<file path="src/hdl/m4bd_pkg.sv">
// ----------------------------------------------------------------------------
// m4bd_pkg
// Shared widths, register indexes, result and configuration types and the
// clamping functions of the M4 / min-max bucket decimator.
// ----------------------------------------------------------------------------
package m4bd_pkg;

    // Frame and sample geometry
    localparam int MAX_FRAME     = 1048576;
    localparam int MAX_BUCKETS   = MAX_FRAME / 2;
    localparam int SAMPLE_BITS   = 16;
    localparam int INDEX_BITS    = $clog2(MAX_FRAME);
    localparam int LENGTH_BITS   = INDEX_BITS + 1;
    localparam int BUCKET_BITS   = INDEX_BITS;
    localparam int SCALED_BITS   = 2 * INDEX_BITS;

    // Result bundle: up to four indices per input sample
    localparam int MAX_RESULTS   = 4;
    localparam int SLOT_CNT_BITS = $clog2(MAX_RESULTS + 1);

    // Configuration port
    localparam int DATA_BITS      = 32;
    localparam int REG_INDEX_BITS = 2;
    localparam int ADDR_BITS      = REG_INDEX_BITS + 2;

    localparam logic [REG_INDEX_BITS-1:0] REG_MODE         = 2'd0;
    localparam logic [REG_INDEX_BITS-1:0] REG_FRAME_LENGTH = 2'd1;
    localparam logic [REG_INDEX_BITS-1:0] REG_BUCKET_COUNT = 2'd2;

    localparam logic                   MODE_MINMAX = 1'b0;
    localparam logic                   MODE_M4     = 1'b1;

    localparam logic [LENGTH_BITS-1:0] RESET_FRAME_LENGTH = LENGTH_BITS'(1024);
    localparam logic [BUCKET_BITS-1:0] RESET_BUCKET_COUNT = BUCKET_BITS'(64);

    // One emitted index with its markers
    typedef struct packed {
        logic [INDEX_BITS-1:0] index;
        logic                  bucket_end;
        logic                  frame_end;
    } result_t;

    // Effective configuration handed to the datapath
    typedef struct packed {
        logic                   mode;
        logic [LENGTH_BITS-1:0] frame_len;
        logic [BUCKET_BITS-1:0] buckets;
        logic                   pass;
        logic                   restart;
    } cfg_t;

    // Clamp the frame length to 1..MAX_FRAME
    function automatic logic [LENGTH_BITS-1:0] eff_length(input logic [LENGTH_BITS-1:0] raw);
        logic [LENGTH_BITS-1:0] n;
        n = raw;
        if (raw == '0)
            n = LENGTH_BITS'(1);
        else if (raw > LENGTH_BITS'(MAX_FRAME))
            n = LENGTH_BITS'(MAX_FRAME);
        return n;
    endfunction

    // Clamp the bucket count to 1..MAX_FRAME/2
    function automatic logic [BUCKET_BITS-1:0] eff_buckets(input logic [BUCKET_BITS-1:0] raw);
        logic [BUCKET_BITS-1:0] b;
        b = raw;
        if (raw == '0)
            b = BUCKET_BITS'(1);
        else if (raw > BUCKET_BITS'(MAX_BUCKETS))
            b = BUCKET_BITS'(MAX_BUCKETS);
        return b;
    endfunction

endpackage

</file>
<file path="src/hdl/m4bd_cfg.sv">
// ----------------------------------------------------------------------------
// m4bd_cfg
// APB-style register file: mode, frame length and bucket count, with the
// clamped values, the pass-through decision and a registered restart pulse in
// the cycle after every write to a defined register.
// ----------------------------------------------------------------------------
module m4bd_cfg
    import m4bd_pkg::*;
(
    input  logic                 clk,
    input  logic                 rst_n,
    input  logic                 psel,
    input  logic                 penable,
    input  logic                 pwrite,
    input  logic [ADDR_BITS-1:0] paddr,
    input  logic [DATA_BITS-1:0] pwdata,
    output logic [DATA_BITS-1:0] prdata,
    output logic                 pready,
    output cfg_t                 cfg
);

    logic                       mode_reg, mode_next;
    logic [LENGTH_BITS-1:0]     frame_length_reg, frame_length_next;
    logic [BUCKET_BITS-1:0]     bucket_count_reg, bucket_count_next;
    logic [LENGTH_BITS-1:0]     eff_length_reg;
    logic [BUCKET_BITS-1:0]     eff_buckets_reg;
    logic                       restart_reg, restart_next;
    logic                       wr_en;
    logic [REG_INDEX_BITS-1:0]  reg_index;
    logic [BUCKET_BITS+1:0]     out_total;

    assign pready    = 1'b1;
    assign wr_en     = psel & penable & pwrite;
    assign reg_index = paddr[ADDR_BITS-1:2];

    // Decode the write transaction
    always_comb
    begin
        mode_next         = mode_reg;
        frame_length_next = frame_length_reg;
        bucket_count_next = bucket_count_reg;
        restart_next      = 1'b0;
        if (wr_en)
        begin
            case (reg_index)
                REG_MODE:
                begin
                    mode_next    = pwdata[0];
                    restart_next = 1'b1;
                end
                REG_FRAME_LENGTH:
                begin
                    frame_length_next = pwdata[LENGTH_BITS-1:0];
                    restart_next      = 1'b1;
                end
                REG_BUCKET_COUNT:
                begin
                    bucket_count_next = pwdata[BUCKET_BITS-1:0];
                    restart_next      = 1'b1;
                end
                default:
                begin
                    restart_next = 1'b0;
                end
            endcase
        end
    end

    // Hold raw and clamped register contents
    always_ff @(posedge clk or negedge rst_n)
    begin
        if (!rst_n)
        begin
            mode_reg         <= MODE_MINMAX;
            frame_length_reg <= RESET_FRAME_LENGTH;
            bucket_count_reg <= RESET_BUCKET_COUNT;
            eff_length_reg   <= eff_length(RESET_FRAME_LENGTH);
            eff_buckets_reg  <= eff_buckets(RESET_BUCKET_COUNT);
            restart_reg      <= 1'b0;
        end
        else
        begin
            mode_reg         <= mode_next;
            frame_length_reg <= frame_length_next;
            bucket_count_reg <= bucket_count_next;
            eff_length_reg   <= eff_length(frame_length_next);
            eff_buckets_reg  <= eff_buckets(bucket_count_next);
            restart_reg      <= restart_next;
        end
    end

    // Read back the raw register contents
    always_comb
    begin
        case (reg_index)
            REG_MODE:         prdata = DATA_BITS'(mode_reg);
            REG_FRAME_LENGTH: prdata = DATA_BITS'(frame_length_reg);
            REG_BUCKET_COUNT: prdata = DATA_BITS'(bucket_count_reg);
            default:          prdata = '0;
        endcase
    end

    // Pass every index through when the output count reaches the frame length
    assign out_total = (mode_reg == MODE_M4) ? {eff_buckets_reg, 2'b00}
                                             : {1'b0, eff_buckets_reg, 1'b0};

    assign cfg.mode      = mode_reg;
    assign cfg.frame_len = eff_length_reg;
    assign cfg.buckets   = eff_buckets_reg;
    assign cfg.pass      = ({1'b0, out_total} >= {2'b00, eff_length_reg});
    assign cfg.restart   = restart_reg;

endmodule

</file>
<file path="src/hdl/minmax_m4_bucket_decimator.sv">
// ----------------------------------------------------------------------------
// minmax_m4_bucket_decimator
// Index selection for plotting: picks first/last and min/max sample indices
// per bucket of a frame.
//
// Usage:
//   - Input channel (sample, in_valid, in_ready): one signed sample per
//     transaction; samples are numbered 0..frame_length-1 within a frame.
//   - Output channel (sample_index, bucket_end, frame_end, out_valid,
//     out_ready): one selected index per transaction. Min-max mode gives the
//     min and max indices of each bucket in ascending order; M4 mode gives
//     first, min/max pair and last. bucket_end marks the last index of a
//     bucket, frame_end the last of the frame.
//   - Configuration through the APB-style port; a write to a defined register
//     restarts the frame. Write only while the block is idle.
//   - A closing sample passes the input register and the result bundle before
//     its first index reaches the output register.
//   - Throughput: one sample per cycle while no closing sample waits. A sample
//     that closes a bucket loads a four-slot result bundle; the next closing
//     sample waits until the bundle has drained to its last slot, one index
//     leaving per cycle through the output register while out_ready allows.
//   - Reset clears the frame position and loads the default registers
//     (min-max, 1024 samples, 64 buckets).
//   - When out_ready is low and out_valid is high the output register and
//     bundle hold; samples that close no bucket are still taken until a
//     closing one reaches the working stage.
// ----------------------------------------------------------------------------
module minmax_m4_bucket_decimator
    import m4bd_pkg::*;
(
    input  logic                          clk,
    input  logic                          rst_n,
    // configuration port
    input  logic                          psel,
    input  logic                          penable,
    input  logic                          pwrite,
    input  logic [ADDR_BITS-1:0]          paddr,
    input  logic [DATA_BITS-1:0]          pwdata,
    output logic [DATA_BITS-1:0]          prdata,
    output logic                          pready,
    // sample channel
    input  logic signed [SAMPLE_BITS-1:0] sample,
    input  logic                          in_valid,
    output logic                          in_ready,
    // index channel
    output logic [INDEX_BITS-1:0]         sample_index,
    output logic                          bucket_end,
    output logic                          frame_end,
    output logic                          out_valid,
    input  logic                          out_ready
);

    cfg_t cfg;

    m4bd_cfg u_cfg (
        .clk     (clk),
        .rst_n   (rst_n),
        .psel    (psel),
        .penable (penable),
        .pwrite  (pwrite),
        .paddr   (paddr),
        .pwdata  (pwdata),
        .prdata  (prdata),
        .pready  (pready),
        .cfg     (cfg)
    );

    // Input register
    logic                          s_valid_reg, s_valid_next;
    logic signed [SAMPLE_BITS-1:0] sample_reg;

    // Frame tracking state
    logic [INDEX_BITS-1:0]         position_reg, position_next;
    logic [INDEX_BITS-1:0]         bucket_first_reg, bucket_first_next;
    logic signed [SAMPLE_BITS-1:0] low_value_reg, low_value_next;
    logic [INDEX_BITS-1:0]         low_position_reg, low_position_next;
    logic signed [SAMPLE_BITS-1:0] high_value_reg, high_value_next;
    logic [INDEX_BITS-1:0]         high_position_reg, high_position_next;
    logic [SCALED_BITS-1:0]        scaled_position_reg, scaled_position_next;
    logic [SCALED_BITS-1:0]        bucket_target_reg, bucket_target_next;

    // Result bundle and output register
    result_t                       slot_reg [MAX_RESULTS];
    result_t                       slot_next [MAX_RESULTS];
    logic [SLOT_CNT_BITS-1:0]      slot_cnt_reg, slot_cnt_next;
    result_t                       out_reg, out_next;
    logic                          out_valid_reg, out_valid_next;

    // Working stage signals
    result_t                       new_slot [MAX_RESULTS];
    logic [SLOT_CNT_BITS-1:0]      new_cnt;
    logic                          last;
    logic                          first;
    logic                          closes;
    logic [INDEX_BITS-1:0]         pair_lo, pair_hi;
    logic                          pop;
    logic                          bundle_free;
    logic                          fire;
    logic                          load;

    // Compare the sample against the held extremes and decide bucket closure
    always_comb
    begin
        last  = ({1'b0, position_reg} + LENGTH_BITS'(1)) >= cfg.frame_len;
        first = (position_reg == bucket_first_reg);

        low_value_next     = low_value_reg;
        low_position_next  = low_position_reg;
        high_value_next    = high_value_reg;
        high_position_next = high_position_reg;
        if (first)
        begin
            low_value_next     = sample_reg;
            low_position_next  = position_reg;
            high_value_next    = sample_reg;
            high_position_next = position_reg;
        end
        else
        begin
            if (sample_reg < low_value_reg)
            begin
                low_value_next    = sample_reg;
                low_position_next = position_reg;
            end
            if (sample_reg > high_value_reg)
            begin
                high_value_next    = sample_reg;
                high_position_next = position_reg;
            end
        end

        closes = last || (scaled_position_reg > bucket_target_reg);

        if (high_position_next < low_position_next)
        begin
            pair_lo = high_position_next;
            pair_hi = low_position_next;
        end
        else
        begin
            pair_lo = low_position_next;
            pair_hi = high_position_next;
        end
    end

    // Build the result bundle for this sample
    always_comb
    begin
        for (int i = 0; i < MAX_RESULTS; i++)
        begin
            new_slot[i] = '0;
        end
        new_cnt = '0;
        if (cfg.pass)
        begin
            new_slot[0] = '{index: position_reg, bucket_end: 1'b1, frame_end: last};
            new_cnt     = SLOT_CNT_BITS'(1);
        end
        else if (closes)
        begin
            if (cfg.mode == MODE_M4)
            begin
                new_slot[0] = '{index: bucket_first_reg, bucket_end: 1'b0, frame_end: 1'b0};
                new_slot[1] = '{index: pair_lo, bucket_end: 1'b0, frame_end: 1'b0};
                new_slot[2] = '{index: pair_hi, bucket_end: 1'b0, frame_end: 1'b0};
                new_slot[3] = '{index: position_reg, bucket_end: 1'b1, frame_end: last};
                new_cnt     = SLOT_CNT_BITS'(4);
            end
            else
            begin
                new_slot[0] = '{index: pair_lo, bucket_end: 1'b0, frame_end: 1'b0};
                new_slot[1] = '{index: pair_hi, bucket_end: 1'b1, frame_end: last};
                new_cnt     = SLOT_CNT_BITS'(2);
            end
        end
    end

    // Handshake: a sample with no results never waits for the bundle
    assign pop         = (slot_cnt_reg != '0) && (!out_valid_reg || out_ready);
    assign bundle_free = (slot_cnt_reg == '0)
                      || ((slot_cnt_reg == SLOT_CNT_BITS'(1)) && pop);
    assign fire        = s_valid_reg && (bundle_free || (new_cnt == '0));
    assign load        = fire && (new_cnt != '0);
    assign in_ready    = !s_valid_reg || fire;

    // Advance the frame state
    always_comb
    begin
        position_next        = position_reg;
        bucket_first_next    = bucket_first_reg;
        scaled_position_next = scaled_position_reg;
        bucket_target_next   = bucket_target_reg;
        if (fire && !cfg.pass)
        begin
            if (closes)
            begin
                bucket_target_next = bucket_target_reg
                                   + SCALED_BITS'(cfg.frame_len) - SCALED_BITS'(1);
                bucket_first_next  = position_reg + INDEX_BITS'(1);
            end
            scaled_position_next = scaled_position_reg + SCALED_BITS'(cfg.buckets);
        end
        if (fire)
        begin
            position_next = position_reg + INDEX_BITS'(1);
        end
    end

    // Hold the input register
    assign s_valid_next = (in_valid && in_ready) || (s_valid_reg && !fire);

    always_ff @(posedge clk)
    begin
        if (in_valid && in_ready)
        begin
            sample_reg <= sample;
        end
    end

    // Frame state registers; restart after a frame or a register write
    always_ff @(posedge clk or negedge rst_n)
    begin
        if (!rst_n)
        begin
            s_valid_reg         <= 1'b0;
            position_reg        <= '0;
            bucket_first_reg    <= '0;
            low_value_reg       <= '0;
            low_position_reg    <= '0;
            high_value_reg      <= '0;
            high_position_reg   <= '0;
            scaled_position_reg <= SCALED_BITS'(eff_buckets(RESET_BUCKET_COUNT));
            bucket_target_reg   <= SCALED_BITS'(eff_length(RESET_FRAME_LENGTH))
                                 - SCALED_BITS'(1);
        end
        else
        begin
            s_valid_reg <= s_valid_next;
            if (cfg.restart || (fire && last))
            begin
                position_reg        <= '0;
                bucket_first_reg    <= '0;
                low_value_reg       <= '0;
                low_position_reg    <= '0;
                high_value_reg      <= '0;
                high_position_reg   <= '0;
                scaled_position_reg <= SCALED_BITS'(cfg.buckets);
                bucket_target_reg   <= SCALED_BITS'(cfg.frame_len) - SCALED_BITS'(1);
            end
            else
            begin
                position_reg        <= position_next;
                bucket_first_reg    <= bucket_first_next;
                scaled_position_reg <= scaled_position_next;
                bucket_target_reg   <= bucket_target_next;
                if (fire && !cfg.pass)
                begin
                    low_value_reg     <= low_value_next;
                    low_position_reg  <= low_position_next;
                    high_value_reg    <= high_value_next;
                    high_position_reg <= high_position_next;
                end
            end
        end
    end

    // Load or drain the bundle, one index per cycle into the output register while it is not stalled
    always_comb
    begin
        for (int i = 0; i < MAX_RESULTS; i++)
        begin
            slot_next[i] = slot_reg[i];
        end
        slot_cnt_next = slot_cnt_reg;
        if (load)
        begin
            for (int i = 0; i < MAX_RESULTS; i++)
            begin
                slot_next[i] = new_slot[i];
            end
            slot_cnt_next = new_cnt;
        end
        else if (pop)
        begin
            for (int i = 0; i < MAX_RESULTS - 1; i++)
            begin
                slot_next[i] = slot_reg[i + 1];
            end
            slot_cnt_next = slot_cnt_reg - SLOT_CNT_BITS'(1);
        end

        out_next       = out_reg;
        out_valid_next = out_valid_reg;
        if (pop)
        begin
            out_next       = slot_reg[0];
            out_valid_next = 1'b1;
        end
        else if (out_ready)
        begin
            out_valid_next = 1'b0;
        end
    end

    always_ff @(posedge clk)
    begin
        for (int i = 0; i < MAX_RESULTS; i++)
        begin
            slot_reg[i] <= slot_next[i];
        end
        out_reg <= out_next;
    end

    always_ff @(posedge clk or negedge rst_n)
    begin
        if (!rst_n)
        begin
            slot_cnt_reg  <= '0;
            out_valid_reg <= 1'b0;
        end
        else
        begin
            slot_cnt_reg  <= slot_cnt_next;
            out_valid_reg <= out_valid_next;
        end
    end

    assign sample_index = out_reg.index;
    assign bucket_end   = out_reg.bucket_end;
    assign frame_end    = out_reg.frame_end;
    assign out_valid    = out_valid_reg;

    // Checks on the bundle and frame tracking
    a_slot_cnt_range: assert property (@(posedge clk) disable iff (!rst_n)
        slot_cnt_reg <= SLOT_CNT_BITS'(MAX_RESULTS))
        else $error("result bundle count out of range");

    a_load_when_free: assert property (@(posedge clk) disable iff (!rst_n)
        load |-> bundle_free)
        else $error("bundle overwritten before drained");

    a_position_in_frame: assert property (@(posedge clk) disable iff (!rst_n)
        !cfg.restart |-> ({1'b0, position_reg} < cfg.frame_len))
        else $error("frame position beyond frame length");

    a_frame_end_closes_bucket: assert property (@(posedge clk) disable iff (!rst_n)
        (out_valid_reg && out_reg.frame_end) |-> out_reg.bucket_end)
        else $error("frame end without bucket end");

    a_load_fills_output: assert property (@(posedge clk) disable iff (!rst_n)
        (load && !cfg.restart) |=> (slot_cnt_reg != '0))
        else $error("loaded bundle is empty");

endmodule
</file>
<file path="config.mk">
export PLATFORM = sky130hd
export DESIGN_NAME = minmax_m4_bucket_decimator
export DESIGN_NICKNAME = d
export VERILOG_FILES = /design/src/hdl/m4bd_pkg.sv /design/src/hdl/m4bd_cfg.sv /design/src/hdl/minmax_m4_bucket_decimator.sv
export SDC_FILE = /design/constraint.sdc
export NUM_CORES = 1
export LEC_CHECK = 0
export ABC_CLOCK_PERIOD_IN_PS = 8600
export BUFFER_PORTS_ARGS = -buffer_cell sky130_fd_sc_hd__buf_2
export CORE_AREA = 2 2 321 323
export DETAILED_ROUTE_END_ITERATION = 6
export DIE_AREA = 0 0 323 325
export PLACE_DENSITY = 0.39
export REMOVE_ABC_BUFFERS = 1
export SYNTH_ARGS = -nofsm -noshare
export SYNTH_HDL_FRONTEND = slang
export SYNTH_SLANG_ARGS = --single-unit
</file>
<file path="constraint.sdc">
create_clock -name clk -period 8.6 [get_ports clk]
set_clock_uncertainty 0.15 [all_clocks]
set_input_delay 0.86 -clock clk [delete_from_list [all_inputs] [get_ports clk]]
set_output_delay 0.86 -clock clk [all_outputs]
set_load 0.1 [all_outputs]
</file>
==> results.txt <==
----------------------------------------------------
[Outcome]
  Result of the run ... finished, final reports clean

[Placement]
  IO Port Bufs ... 90
  Worst-case setup slack after placement ... 1.67 ns
  HPWL after detailed placement ... 52.8 mm
  Final weighted congestion of routability-driven global placement ... 0.802

[Drt]
  Number of vias per cell after detailed routing ... 4.74
  Post-detailed-routing wire length ... 75.0 mm
  Post-detailed-route wirelength per cell ... 18.6 µm
  Via count ... 19148
  Total DRC errors in the routed layout ... 0
  Total iterations of the first detailed-routing run ... 5
  Count of nets left with antenna violations after detail routing ... 0
  Drt first-iter violations ... 951

[Clock network]
  CTS tree ... done
  Buffers inserted during post-CTS setup optimization ... 0
  CTS max path bufs ... 3
  Clock insertion delay at the later pin of the skew report ... 0.65 ns
  Total of hold buffers inserted after clock tree synthesis ... 0
  Clk root buf ... sky130_fd_sc_hd__clkbuf_16
  Clock slew seen by the registers of the worst setup and hold paths ... 0.06 ns
  CTS Sinks ... 406
  H-tree Lvls ... 2
  Resized Gates After CTS ... 0
  Cts bufs inserted ... 53

[Global routing]
  Number of antenna violations at the first check in global routing ... 0
  Wire length of the first global-routing pass ... 118 mm
  All-Layer GR Usage ... 14.4%
  Pin count of the biggest net entering global routing ... 110
  Via count of the first global-routing pass ... 20027
  Overflow left after global routing ... 0

[Critical path]
  Worst Setup Start Kind ... flip-flop
  Critical path peak fanout ... 10
  Worst Path Required ... 7.59 ns
  Worst Path Arrival ... 5.99 ns
  Sort of element at the end of the critical path ... output port
  Crit Path Category ... flip-flop to output port

[Pwr]
  Total power density per cell area ... 385 nW/µm²
  Total leakage power ... 13.1 nW
  PnR Total Power ... 0.0111 W
  VDD IR-drop max ... 0.314 mV

[Cells and area]
  Post-layout util ... 28.6%
  Fin nets ... 2902
  Layout Area Growth over Synthesis ... 14.8%
  Commonest non-fill, non-tap cell in the layout ... sky130_fd_sc_hd__dfrtp_1
  Ratio of cells with drive above 1 in the final layout ... 10.2%
  FILL cells ... 10742
  Max reg flops ... 88
  Most frequent cells in the layout ... sky130_fd_sc_hd__dfrtp_1 (265), sky130_fd_sc_hd__inv_1 (234), sky130_fd_sc_hd__ha_1 (215)
  Number of inserted diodes ... 0

[Timing]
  RSZ-0062 raised after global routing ... false
  Final critical-path required period ... 7.00 ns
  Final worst-path setup slack ... 1.60 ns
  Final setup TNS ... 0 ns
  Tightest slew margin relative to the limit ... 15.2%
  Max Slew Vio Count ... 0
  Final setup fails ... 0
  Final number of hold-violating endpoints ... 0
  Transition time at the pin with the least slew margin ... 1.27 ns
  Portion of the clock cycle consumed by the worst path in the final layout ... 81.3%
  Achievable frequency ... 143 MHz

[Die]
  Die area ... 105000 µm²
  Die width ... 323 µm
  Area inside the core boundary ... 101000 µm²
  Y dimension of the die ... 325 µm
  Top-level port count ... 116
  Cell row count ... 117
  Starting utilization of the core area ... 24.9%

[Min path]
  Hold crit path type ... input port to asynchronous set/reset pin

[Synth]
  Count of different cell masters after synthesis ... 85
  Avg Inst Size Synth ... 9.77 µm²
  Yosys Warn Count ... 0
  Gate Count Post-Synth ... 2580
  Primary FF master, synth ... sky130_fd_sc_hd__dfrtp_1
  EDFF count, synth ... 124
  Sequential element share of the synthesized area ... 42.8%
  Synthesized flop and latch total ... 406
  Summed instance area of the synthesized netlist ... 25200 µm²
  Post-synthesis async set-or-reset flop share ... 69.0%

[Run]
  MaxCap Viol Count ... 0

----------------------------------------------------
==> worst max-delay path, cell delays in order (launching register included) <==
cell and delay [ns]:
sky130_fd_sc_hd__dfrtp_1 0.61, sky130_fd_sc_hd__ha_1 0.34, sky130_fd_sc_hd__and3_1 0.35, sky130_fd_sc_hd__and3_1 0.32
sky130_fd_sc_hd__nand2_1 0.13, sky130_fd_sc_hd__nor2_1 0.23, sky130_fd_sc_hd__nand3_1 0.12, sky130_fd_sc_hd__xor2_1 0.32
sky130_fd_sc_hd__inv_1 0.11, sky130_fd_sc_hd__ha_1 0.31, sky130_fd_sc_hd__a21oi_1 0.13, sky130_fd_sc_hd__nor2b_1 0.06
sky130_fd_sc_hd__o21ai_0 0.18, sky130_fd_sc_hd__o211ai_1 0.21, sky130_fd_sc_hd__a211oi_1 0.86, sky130_fd_sc_hd__and4_1 0.40
sky130_fd_sc_hd__nor2_1 0.06, sky130_fd_sc_hd__nand2_1 0.15, sky130_fd_sc_hd__buf_2 0.45
==> routing by layer <==
layer / wire (µm) / GRT usage, % / vias to the layer above
met1: 35400 / 19.5 / 9376
met2: 34000 / 23.0 / 360
met4: 2520 / 5.48 / 0
met3: 3010 / 2.05 / 118
met5: 0 / 0 / -
li1: - / - / 9294
==> per-stage QoR <==
step	area, µm²	cells	hold WS (ns)
final	28900	4039	0.134
after global routing	28900	4039	0.203
after CTS	28900	4039	0.168
after detailed placement	27200	3939	0.258
after global placement	27200	3939	0.253
after floorplan	24600	2449	0.250
==> area by class of cell <==
cell class	instances	area (µm²)	area share (%)
Clock inverter	26	282	0.973
Clock buffer	74	1490	5.14
Sequential cell	406	10800	37.3
Tap cell	1368	1710	5.91
Timing Repair Buffer	122	713	2.46
Multi-Input combinational cell	1808	13100	45.2
Inverter	235	882	3.05
==> synthesized netlist by cell type, types with 9 or more instances <==
cell type | instances | area [µm²]
sky130_fd_sc_hd__o211ai_1 | 15 | 113
sky130_fd_sc_hd__nand4_1 | 33 | 206
sky130_fd_sc_hd__nor2b_1 | 26 | 163
sky130_fd_sc_hd__dfstp_2 | 15 | 394
sky130_fd_sc_hd__inv_1 | 234 | 878
sky130_fd_sc_hd__o221ai_1 | 13 | 114
sky130_fd_sc_hd__ha_1 | 215 | 2690
sky130_fd_sc_hd__xor2_1 | 47 | 412
sky130_fd_sc_hd__or3_1 | 12 | 75.1
sky130_fd_sc_hd__buf_4 | 12 | 90.1
sky130_fd_sc_hd__nor3b_1 | 9 | 67.6
sky130_fd_sc_hd__mux2i_1 | 142 | 1420
sky130_fd_sc_hd__a22oi_1 | 30 | 225
sky130_fd_sc_hd__xnor2_1 | 74 | 648
sky130_fd_sc_hd__buf_2 | 21 | 105
sky130_fd_sc_hd__edfxtp_1 | 124 | 3720
sky130_fd_sc_hd__a2bb2oi_1 | 11 | 96.3
sky130_fd_sc_hd__a211oi_1 | 28 | 210
sky130_fd_sc_hd__o31ai_1 | 16 | 120
sky130_fd_sc_hd__nand3_1 | 54 | 270
sky130_fd_sc_hd__nand2_1 | 178 | 668
sky130_fd_sc_hd__a22o_1 | 58 | 508
sky130_fd_sc_hd__mux2_2 | 32 | 360
sky130_fd_sc_hd__o21ai_0 | 139 | 696
sky130_fd_sc_hd__a31oi_1 | 19 | 119
sky130_fd_sc_hd__a21oi_1 | 129 | 646
sky130_fd_sc_hd__dfrtp_1 | 265 | 6630
sky130_fd_sc_hd__a21o_1 | 51 | 383
sky130_fd_sc_hd__a211o_1 | 16 | 140
sky130_fd_sc_hd__and3_1 | 24 | 150
sky130_fd_sc_hd__nor2_1 | 202 | 758
sky130_fd_sc_hd__and2_1 | 34 | 213
sky130_fd_sc_hd__or4_1 | 9 | 67.6
sky130_fd_sc_hd__nor3_1 | 34 | 170
sky130_fd_sc_hd__clkbuf_1 | 101 | 379
sky130_fd_sc_hd__nor4_1 | 24 | 150
sky130_fd_sc_hd__a221o_1 | 10 | 100
sky130_fd_sc_hd__nand2b_1 | 18 | 113
==> kinds of logic after synthesis <==
| logic type | after synthesis | share of synthesized area (%) |
|---|---|---|
| xor gates and xnor gates | 122 | 4.31 |
| and+or+nand+nor | 683 | 13.0 |
| AOI/OAI and AO/OA | 599 | 16.0 |
| buffers and inverters | 376 | 5.92 |
| adders and majority gates | 218 | 10.9 |
| DFF | 406 | 42.8 |
| muxes | 174 | 7.07 |
| other | 2 | 0.0298 |
==> where the power goes <==
group | internal [W] | switching [W]
registers | 0.00265 | 0.000356
logic | 0.00209 | 0.00376
clock network | 0.00136 | 0.000909
==> worst paths after layout <==
| kind | from | to | slack [ns] | depth (start not counted) |
|---|---|---|---|---|
| setup / recovery | position_reg[0] | in_ready | 1.60 | 18 |
| hold / removal | rst_n | u_cfg.frame_length_reg[2] | 0.13 | 1 |
| setup reg to reg | sample_reg[12] | slot_reg[1][10] | 1.70 | 18 |
| hold reg to reg | slot_reg[0][4] | sample_index[2] | 0.27 | 0 |
| max in group asynchronous | rst_n | bucket_target_reg[32] | 6.59 | 2 |
| min in group clk | sample[12] | sample_reg[12] | 0.24 | 1 |
(Power assumes the default switching activity.)
